<file path="config.mk">
export PLATFORM = sky130hd
export DESIGN_NAME = drive_command_controller
export DESIGN_NICKNAME = d
export VERILOG_FILES = /design/src/rtl/dcc_pkg.sv /design/src/rtl/dcc_mul.sv /design/src/rtl/dcc_cfg.sv /design/src/rtl/drive_command_controller.sv
export SDC_FILE = /design/constraint.sdc
export NUM_CORES = 1
export LEC_CHECK = 0
export BUFFER_PORTS_ARGS = -buffer_cell sky130_fd_sc_hd__buf_2
export CORE_MARGIN = 8
export CORE_UTILIZATION = 40
export DETAILED_ROUTE_END_ITERATION = 16
export PLACE_DENSITY = 0.61
export SYNTH_ARGS = -nofsm -noshare
export SYNTH_HDL_FRONTEND = slang
export SYNTH_HIERARCHICAL = 1
export SYNTH_SLANG_ARGS = --single-unit
</file>
<file path="constraint.sdc">
create_clock -name clk -period 11.89 [get_ports clk]
set_input_delay 0.5945 -clock clk [delete_from_list [all_inputs] [get_ports clk]]
set_output_delay 0.5945 -clock clk [all_outputs]
set_load 0.05 [all_outputs]
</file>
<file path="src/rtl/dcc_pkg.sv">
`timescale 1ns / 1ps

package dcc_pkg;

  localparam int MUL_W = 16;

  typedef struct packed {
    logic [7:0]  min_speed;
    logic [15:0] blink_period;
  } cfg_t;

  localparam logic [2:0]  CFG_ADDR_MSB     = 3'd4;
  localparam logic        REG_MIN_SPEED    = 1'b0;
  localparam logic        REG_BLINK_PERIOD = 1'b1;
  localparam logic [7:0]  MIN_SPEED_RST    = 8'd100;
  localparam logic [15:0] BLINK_PERIOD_RST = 16'd333;

  typedef enum logic [3:0] {
    MODE_STOP      = 4'd0,
    MODE_FWD       = 4'd1,
    MODE_REV       = 4'd2,
    MODE_SPIN_L    = 4'd3,
    MODE_SPIN_R    = 4'd4,
    MODE_FWD_L     = 4'd5,
    MODE_FWD_R     = 4'd6,
    MODE_REV_L     = 4'd7,
    MODE_REV_R     = 4'd8
  } mode_t;

  localparam logic [7:0] CH_S    = 8'h53;
  localparam logic [7:0] CH_D    = 8'h44;
  localparam logic [7:0] CH_F    = 8'h46;
  localparam logic [7:0] CH_B    = 8'h42;
  localparam logic [7:0] CH_L    = 8'h4C;
  localparam logic [7:0] CH_R    = 8'h52;
  localparam logic [7:0] CH_G    = 8'h47;
  localparam logic [7:0] CH_I    = 8'h49;
  localparam logic [7:0] CH_H    = 8'h48;
  localparam logic [7:0] CH_J    = 8'h4A;
  localparam logic [7:0] CH_Q    = 8'h71;
  localparam logic [7:0] CH_V_UP = 8'h56;
  localparam logic [7:0] CH_V_LO = 8'h76;
  localparam logic [7:0] CH_0    = 8'h30;
  localparam logic [7:0] CH_9    = 8'h39;

  localparam logic [3:0] SPEED_MAX = 4'd10;
  localparam logic [7:0] DUTY_MAX  = 8'd255;

  // Reciprocal multipliers for the constant divisions, exact over the ranges used.
  localparam logic [MUL_W-1:0] DIV10_RECIP = 16'd205;
  localparam int               DIV10_SHIFT = 11;
  localparam logic [MUL_W-1:0] DIV5_RECIP  = 16'd52429;
  localparam int               DIV5_SHIFT  = 18;
  localparam logic [MUL_W-1:0] DIV3_RECIP  = 16'd171;
  localparam int               DIV3_SHIFT  = 9;

  localparam logic [15:0] NEAR_Q4  = 16'd192;
  localparam logic [15:0] HALT_Q4  = 16'd112;
  localparam logic [3:0]  NEAR_CM  = 4'd12;

  typedef struct packed {
    logic       mode_set;
    mode_t      mode;
    logic       speed_set;
    logic [3:0] speed;
    logic       head_set;
    logic       head;
  } dec_t;

  function automatic logic is_forward(input mode_t m);
    return (m == MODE_FWD) || (m == MODE_FWD_L) || (m == MODE_FWD_R);
  endfunction

  function automatic dec_t decode_byte(input logic [7:0] c);
    dec_t       d;
    logic [7:0] digit;
    d = '{mode_set: 1'b0, mode: MODE_STOP, speed_set: 1'b0, speed: 4'd0,
          head_set: 1'b0, head: 1'b0};
    digit = c - CH_0;
    unique case (c)
      CH_S, CH_D: begin d.mode_set = 1'b1; d.mode = MODE_STOP;   end
      CH_F:       begin d.mode_set = 1'b1; d.mode = MODE_FWD;    end
      CH_B:       begin d.mode_set = 1'b1; d.mode = MODE_REV;    end
      CH_L:       begin d.mode_set = 1'b1; d.mode = MODE_SPIN_L; end
      CH_R:       begin d.mode_set = 1'b1; d.mode = MODE_SPIN_R; end
      CH_G:       begin d.mode_set = 1'b1; d.mode = MODE_FWD_L;  end
      CH_I:       begin d.mode_set = 1'b1; d.mode = MODE_FWD_R;  end
      CH_H:       begin d.mode_set = 1'b1; d.mode = MODE_REV_L;  end
      CH_J:       begin d.mode_set = 1'b1; d.mode = MODE_REV_R;  end
      CH_Q:       begin d.speed_set = 1'b1; d.speed = SPEED_MAX; end
      CH_V_UP:    begin d.head_set = 1'b1; d.head = 1'b1;        end
      CH_V_LO:    begin d.head_set = 1'b1; d.head = 1'b0;        end
      default: begin
        if (c >= CH_0 && c <= CH_9) begin
          d.speed_set = 1'b1;
          d.speed     = digit[3:0];
        end
      end
    endcase
    return d;
  endfunction

endpackage

</file>
<file path="src/rtl/dcc_mul.sv">
`timescale 1ns / 1ps

module dcc_mul (
  input  logic                           clk,
  input  logic [dcc_pkg::MUL_W-1:0]      mul_a,
  input  logic [dcc_pkg::MUL_W-1:0]      mul_b,
  output logic [2*dcc_pkg::MUL_W-1:0]    prod
);
  import dcc_pkg::*;

  logic [2*MUL_W-1:0] prod_r;

  always_ff @(posedge clk) begin
    prod_r <= mul_a * mul_b;
  end

  assign prod = prod_r;

endmodule

</file>
<file path="src/rtl/dcc_cfg.sv">
`timescale 1ns / 1ps

module dcc_cfg (
  input  logic          clk,
  input  logic          rst_n,
  input  logic          cfg_psel,
  input  logic          cfg_penable,
  input  logic          cfg_pwrite,
  input  logic [2:0]    cfg_paddr,
  input  logic [31:0]   cfg_pwdata,
  output logic [31:0]   cfg_prdata,
  output logic          cfg_pready,
  output dcc_pkg::cfg_t cfg
);
  import dcc_pkg::*;

  logic [7:0]  min_speed_r, min_speed_nxt;
  logic [15:0] blink_period_r, blink_period_nxt;
  logic        wr_en;
  logic        reg_sel;

  assign cfg_pready = 1'b1;
  assign wr_en      = cfg_psel & cfg_penable & cfg_pwrite & cfg_pready;
  assign reg_sel    = |(cfg_paddr & CFG_ADDR_MSB);

  always_comb begin
    min_speed_nxt    = min_speed_r;
    blink_period_nxt = blink_period_r;
    if (wr_en) begin
      unique case (reg_sel)
        REG_MIN_SPEED:    min_speed_nxt    = cfg_pwdata[7:0];
        REG_BLINK_PERIOD: blink_period_nxt = cfg_pwdata[15:0];
        default: ;
      endcase
    end
  end

  always_ff @(posedge clk) begin
    if (!rst_n) begin
      min_speed_r    <= MIN_SPEED_RST;
      blink_period_r <= BLINK_PERIOD_RST;
    end else begin
      min_speed_r    <= min_speed_nxt;
      blink_period_r <= blink_period_nxt;
    end
  end

  always_comb begin
    unique case (reg_sel)
      REG_MIN_SPEED:    cfg_prdata = {24'd0, min_speed_r};
      REG_BLINK_PERIOD: cfg_prdata = {16'd0, blink_period_r};
      default:          cfg_prdata = 32'd0;
    endcase
  end

  assign cfg.min_speed    = min_speed_r;
  assign cfg.blink_period = blink_period_r;

endmodule

</file>
<file path="src/rtl/drive_command_controller.sv">
`timescale 1ns / 1ps
// Channel  Direction  Handshake              Payload
// in_      slave      in_tvalid / in_tready  tdata: command, sensors, time; tuser: byte flag
// out_     master     out_tvalid / out_tready tdata: four duties, lamps, edge alert
// cfg_     APB slave  psel, penable, pready  min_speed at 0x0, blink_period at 0x4
//
// A transaction is taken in idle; its result is registered after the steps LAMP, STEP,
// DUTY, SCALE, NEAR and INNER, and the next one is taken only once the block is idle again.
// The steps run in order because the single shared multiplier is used five times in a row.
// Reset is synchronous and active low and restores the config registers and the drive state.
// A stalled result stays in the output register; the last step waits while it is full.
module drive_command_controller (
  input  logic        clk,
  input  logic        rst_n,
  input  logic        in_tvalid,
  output logic        in_tready,
  input  logic [63:0] in_tdata,   // rx_byte, edge_seen, distance_q4, now_ms, zero pad
  input  logic        in_tuser,   // byte_valid
  output logic        out_tvalid,
  input  logic        out_tready,
  output logic [39:0] out_tdata,  // m1 fwd, m1 rev, m2 fwd, m2 rev, left, right,
                                  // headlights, edge_alert, zero pad
  input  logic        cfg_psel,
  input  logic        cfg_penable,
  input  logic        cfg_pwrite,
  input  logic [2:0]  cfg_paddr,
  input  logic [31:0] cfg_pwdata,
  output logic [31:0] cfg_prdata,
  output logic        cfg_pready
);
  import dcc_pkg::*;

  typedef enum logic [2:0] {
    ST_IDLE, ST_LAMP, ST_STEP, ST_DUTY, ST_SCALE, ST_NEAR, ST_INNER
  } state_t;

  cfg_t               cfg;
  logic [MUL_W-1:0]   mul_a, mul_b;
  logic [2*MUL_W-1:0] prod;

  state_t      state_r, state_nxt;
  logic        byte_valid_r, byte_valid_nxt;
  logic [7:0]  rx_byte_r, rx_byte_nxt;
  logic        edge_r, edge_nxt;
  logic [15:0] dist_r, dist_nxt;
  logic [31:0] now_r, now_nxt;
  logic [7:0]  held_r, held_nxt;
  mode_t       mode_r, mode_nxt;
  logic [3:0]  speed_r, speed_nxt;
  logic [31:0] last_blink_r, last_blink_nxt;
  logic        left_r, left_nxt;
  logic        right_r, right_nxt;
  logic        head_r, head_nxt;
  logic [7:0]  duty_r, duty_nxt;
  logic        out_valid_r, out_valid_nxt;
  logic [39:0] out_data_r, out_data_nxt;

  logic [7:0]  hold;
  logic        due;
  dec_t        dec;
  mode_t       mode_dec;
  logic [8:0]  duty_sum;
  logic [3:0]  near_k;
  logic        near;
  logic [7:0]  duty_fin;
  logic [7:0]  inner;
  logic [7:0]  m1f, m1r, m2f, m2r;

  dcc_cfg u_cfg (
    .clk         (clk),
    .rst_n       (rst_n),
    .cfg_psel    (cfg_psel),
    .cfg_penable (cfg_penable),
    .cfg_pwrite  (cfg_pwrite),
    .cfg_paddr   (cfg_paddr),
    .cfg_pwdata  (cfg_pwdata),
    .cfg_prdata  (cfg_prdata),
    .cfg_pready  (cfg_pready),
    .cfg         (cfg)
  );

  dcc_mul u_mul (
    .clk   (clk),
    .mul_a (mul_a),
    .mul_b (mul_b),
    .prod  (prod)
  );

  assign in_tready  = (state_r == ST_IDLE);
  assign out_tvalid = out_valid_r;
  assign out_tdata  = out_data_r;

  assign hold     = byte_valid_r ? rx_byte_r : held_r;
  assign due      = (now_r - last_blink_r) >= {16'd0, cfg.blink_period};
  assign dec      = decode_byte(hold);
  assign mode_dec = dec.mode_set ? dec.mode : mode_r;
  assign duty_sum = {1'b0, cfg.min_speed} + {1'b0, prod[7:0]};
  assign near_k   = NEAR_CM - dist_r[7:4];
  assign near     = (dist_r < NEAR_Q4) && is_forward(mode_r);
  assign inner    = prod[DIV3_SHIFT+7:DIV3_SHIFT];

  always_comb begin
    if (!near) begin
      duty_fin = duty_r;
    end else if (dist_r < HALT_Q4) begin
      duty_fin = 8'd0;
    end else begin
      duty_fin = duty_r - prod[DIV5_SHIFT+7:DIV5_SHIFT];
    end
  end

  // Shared multiplier operands for each step of the sequence.
  always_comb begin
    unique case (state_r)
      ST_LAMP: begin
        mul_a = {8'd0, DUTY_MAX - cfg.min_speed};
        mul_b = DIV10_RECIP;
      end
      ST_STEP: begin
        mul_a = {11'd0, prod[DIV10_SHIFT+4:DIV10_SHIFT]};
        mul_b = {12'd0, speed_r};
      end
      ST_DUTY: begin
        mul_a = {12'd0, near_k};
        mul_b = {8'd0, duty_sum[8] ? DUTY_MAX : duty_sum[7:0]};
      end
      ST_SCALE: begin
        mul_a = {4'd0, prod[11:0]};
        mul_b = DIV5_RECIP;
      end
      ST_NEAR: begin
        mul_a = {8'd0, duty_fin};
        mul_b = DIV3_RECIP;
      end
      ST_INNER: begin
        mul_a = {8'd0, duty_r};
        mul_b = DIV3_RECIP;
      end
      default: begin
        mul_a = '0;
        mul_b = '0;
      end
    endcase
  end

  always_comb begin
    m1f = 8'd0;
    m1r = 8'd0;
    m2f = 8'd0;
    m2r = 8'd0;
    unique case (mode_r)
      MODE_FWD:    begin m1f = duty_r; m2f = duty_r; end
      MODE_REV:    begin m1r = duty_r; m2r = duty_r; end
      MODE_SPIN_L: begin m1r = duty_r; m2f = duty_r; end
      MODE_SPIN_R: begin m1f = duty_r; m2r = duty_r; end
      MODE_FWD_L:  begin m1f = inner;  m2f = duty_r; end
      MODE_FWD_R:  begin m1f = duty_r; m2f = inner;  end
      MODE_REV_L:  begin m1r = duty_r; m2r = inner;  end
      MODE_REV_R:  begin m1r = inner;  m2r = duty_r; end
      default: ;
    endcase
  end

  always_comb begin
    state_nxt      = state_r;
    byte_valid_nxt = byte_valid_r;
    rx_byte_nxt    = rx_byte_r;
    edge_nxt       = edge_r;
    dist_nxt       = dist_r;
    now_nxt        = now_r;
    held_nxt       = held_r;
    mode_nxt       = mode_r;
    speed_nxt      = speed_r;
    last_blink_nxt = last_blink_r;
    left_nxt       = left_r;
    right_nxt      = right_r;
    head_nxt       = head_r;
    duty_nxt       = duty_r;
    out_valid_nxt  = out_valid_r & ~out_tready;
    out_data_nxt   = out_data_r;
    unique case (state_r)
      ST_IDLE: begin
        if (in_tvalid) begin
          byte_valid_nxt = in_tuser;
          rx_byte_nxt    = in_tdata[7:0];
          edge_nxt       = in_tdata[8];
          dist_nxt       = in_tdata[24:9];
          now_nxt        = in_tdata[56:25];
          state_nxt      = ST_LAMP;
        end
      end
      ST_LAMP: begin
        held_nxt = hold;
        unique case (hold)
          CH_L, CH_G: begin
            if (due) begin
              last_blink_nxt = now_r;
              left_nxt       = ~left_r;
            end
            right_nxt = 1'b0;
          end
          CH_R, CH_I: begin
            if (due) begin
              last_blink_nxt = now_r;
              right_nxt      = ~right_r;
            end
            left_nxt = 1'b0;
          end
          default: begin
            left_nxt  = 1'b0;
            right_nxt = 1'b0;
          end
        endcase
        if (dec.speed_set) begin
          speed_nxt = dec.speed;
        end
        if (dec.head_set) begin
          head_nxt = dec.head;
        end
        mode_nxt  = (edge_r && is_forward(mode_dec)) ? MODE_STOP : mode_dec;
        state_nxt = ST_STEP;
      end
      ST_STEP: begin
        state_nxt = ST_DUTY;
      end
      ST_DUTY: begin
        duty_nxt  = duty_sum[8] ? DUTY_MAX : duty_sum[7:0];
        state_nxt = ST_SCALE;
      end
      ST_SCALE: begin
        state_nxt = ST_NEAR;
      end
      ST_NEAR: begin
        duty_nxt  = duty_fin;
        state_nxt = ST_INNER;
      end
      ST_INNER: begin
        if (!out_valid_r || out_tready) begin
          out_valid_nxt = 1'b1;
          out_data_nxt  = {4'd0, edge_r, head_r, right_r, left_r, m2r, m2f, m1r, m1f};
          state_nxt     = ST_IDLE;
        end
      end
      default: state_nxt = ST_IDLE;
    endcase
  end

  always_ff @(posedge clk) begin
    if (!rst_n) begin
      state_r      <= ST_IDLE;
      held_r       <= 8'd0;
      mode_r       <= MODE_STOP;
      speed_r      <= 4'd0;
      last_blink_r <= 32'd0;
      left_r       <= 1'b0;
      right_r      <= 1'b0;
      head_r       <= 1'b0;
      out_valid_r  <= 1'b0;
    end else begin
      state_r      <= state_nxt;
      held_r       <= held_nxt;
      mode_r       <= mode_nxt;
      speed_r      <= speed_nxt;
      last_blink_r <= last_blink_nxt;
      left_r       <= left_nxt;
      right_r      <= right_nxt;
      head_r       <= head_nxt;
      out_valid_r  <= out_valid_nxt;
    end
    byte_valid_r <= byte_valid_nxt;
    rx_byte_r    <= rx_byte_nxt;
    edge_r       <= edge_nxt;
    dist_r       <= dist_nxt;
    now_r        <= now_nxt;
    duty_r       <= duty_nxt;
    out_data_r   <= out_data_nxt;
  end

endmodule

</file>
==> out/metrics.yaml <==
post_cts_buffers: 0
critPathKind: "flip-flop to flip-flop"
fill_cells: 4777
cp_slowest_stage_delay_ps: 830
cp_common_cell: "fa_1"
grt-ovfl-total: 0
io_buffers: 131
outcome: "complete, no violations"
dpl.hpwl_um: 38200
numCtsBuffers: 22
fin_ws_ps: 2700
ant_nets: 0
tns_ps: 0
setup_viol: 0
syn_area_per_cell_sq_um: 9.08
drtIter0Drc: 848
cp.arrival_ps: 9640
cp.required_ps: 12340
drtPass1Iterations: 7
switching_share_pct: 36.4
grt_setup_unrepaired: "no"
holdBufCountCts: 0
grt_first_pass_wirelength_um: 81900
yosys_warnings: 6
worst-path-buf-inv: 4
slew_viol_final: 0
core-area_sq_um: 48600
die_height_um: 237
start_util_pct: 40.2
antenna_cells: 0
antenna_found_initial: 0
cts_max_level: 1
clock_power_share_pct: 28.7
hp-class: "input port to flip-flop"
drive_gt1_share_pct: 10.7
clk_latency_ps: 520
wl_per_cell_um: 17.3
pwr-share-seq_pct: 37.3
p_per_area_nw_per_um2: 108
placed_cell_area_sq_um: 20700
min_period_ps: 9190
io_pins: 182
ir_worst_vdd_mv: 0.0779
grt_usage_pct: 17.7
max_freq_mhz: 109
total_leakage_power_nw: 9.40
critPathCaptureType: "flip-flop"
via_per_inst: 5.16
synthesis.instances: 2153
drc: 0
p_int_mw: 1.47
hold_violations: 0
die_x_um: 237
path_max_fanout: 16
cap_violations: 0
vias: 14924
grt_max_degree: 93
p_comb_share_pct: 34.0
place_congestion: 0.871
ff2ff_setup_slack_ps: 2700
final.setup_skew_ps: 10.9
dieArea_sq_um: 56200
max_slew_margin_pct: 23.4
drt_wl_total_um: 50100
cts_tree: "yes"
cts_resized: 0
cts_buffer_depth: 3
slowest_stage: "a31oi_2"
clock-sinks: 202
cts-root-buf: "clkbuf_16"
grt_pass1_vias: 15332
fin_hold_ws_ps: 249
synth_area_sq_um: 19600
fin_crit_sh_pct: 77.3
final_area_sq_um: 21400
pre_cts_slack_ps: 2780
utilization_pct: 44.0
syn2layout_area_growth_pct: 9.44
clkTransAtPathRegs_ps: 60
worst_pin_slew_ps: 1140
critPathTopFamily: "adder cells"
p_sw_mw: 0.842
num-nets-final: 2690
rows: 81
cp-start-kind: "flip-flop"
[worst register-to-register path: cells and delay by family, from the launching register on]
| kind | cells | cell delay, ps |
|---|---|---|
| buffers and inverters | 4 | 210 |
| AND/OR/NAND/NOR | 5 | 1090 |
| adder cells (fa/ha/maj) | 9 | 4170 |
| flip-flops | 1 | 540 |
| AO/OA/AOI/OAI | 11 | 3010 |
| XOR/XNOR | 1 | 120 |
[per-stage QoR]
step / instances / power, mW
after floorplan: 2219 / 1.44
after global placement: 2850 / 1.64
after detailed placement: 2850 / 1.65
after CTS: 2890 / 2.32
after global routing: 2890 / 2.47
final: 2890 / 2.31
[cell usage in the layout, fill, tap and decap left out, drive strengths merged, types with 10 or more instances in the layout]
| cell type | instances |
|---|---|
| o21ai | 73 |
| nand2 | 308 |
| mux2i | 74 |
| inv | 296 |
| ha | 142 |
| a22oi | 17 |
| mux2 | 22 |
| conb | 69 |
| a21oi | 99 |
| xor2 | 19 |
| o21bai | 11 |
| nand4 | 17 |
| a22o | 10 |
| nor3b | 13 |
| and3 | 13 |
| dfxtp | 104 |
| xnor2 | 30 |
| nand3 | 17 |
| nor2 | 93 |
| o21a | 16 |
| a21o | 18 |
| and2 | 131 |
| nand2b | 10 |
| a31oi | 20 |
| nor3 | 13 |
| o211ai | 11 |
| buf | 149 |
| nor2b | 31 |
| a211oi | 10 |
| fa | 189 |
| clkbuf | 34 |
| edfxtp | 98 |
[routing by layer]
| metal | track usage [%] | part of all wire, % | up-vias | wire length, um |
|---|---|---|---|---|
| met2 | 29.7 | 47 | 327 | 23800 |
| met5 | 0 | 0 | - | 0 |
| li1 | - | - | 7203 | - |
| met1 | 24.3 | 46 | 7334 | 23300 |
| met3 | 2.31 | 4.3 | 60 | 2160 |
| met4 | 3.46 | 1.7 | 0 | 860 |
[final cells by class]
cell class / count / area, sq um / share of cell area, %
Clock buffer: 34 / 658 / 3.07
Multi-Input combinational cell: 1582 / 13000 / 60.8
Timing Repair Buffer: 149 / 793 / 3.71
Inverter: 295 / 1110 / 5.17
Tap cell: 622 / 778 / 3.64
Sequential cell: 202 / 5020 / 23.5
Clock inverter: 6 / 32.5 / 0.152
[worst paths after layout]
kind | depth (start not counted) | start | end
max | 30 | u_cfg/min_speed_r[0] | u_mul/prod[24]
min | 1 | in_tdata[38] | now_r[13]
min reg2reg | 0 | head_r | out_tdata[34]
max reg2reg | 30 | u_cfg/min_speed_r[0] | u_mul/prod[24]
[registers in the layout (all words and copies together) (netlist names)]
| register | flops |
|---|---|
| byte_valid_r | 1 |
| dist_r | 12 |
| duty_r | 8 |
| edge_r | 1 |
| head_r | 1 |
| held_r | 8 |
| last_blink_r | 32 |
| left_r | 1 |
| mode_r | 4 |
| now_r | 32 |
| out_tdata | 36 |
| out_tvalid | 1 |
| right_r | 1 |
| rx_byte_r | 8 |
| speed_r | 4 |
| state_r | 3 |
| u_cfg/blink_period_r | 16 |
| u_cfg/min_speed_r | 8 |
| u_mul/prod | 25 |
[power by group through the flow]
stage / Combinational (mW) / Clock (mW) / Sequential [mW]
CTS: 0.781 / 0.682 / 0.861
floorplan: 0.605 / 0 / 0.834
global route: 0.891 / 0.706 / 0.868
finish: 0.787 / 0.663 / 0.863
detailed placement: 0.774 / 0 / 0.875
global placement: 0.761 / 0 / 0.875
Note: power is estimated with default switching activity, not from simulation.
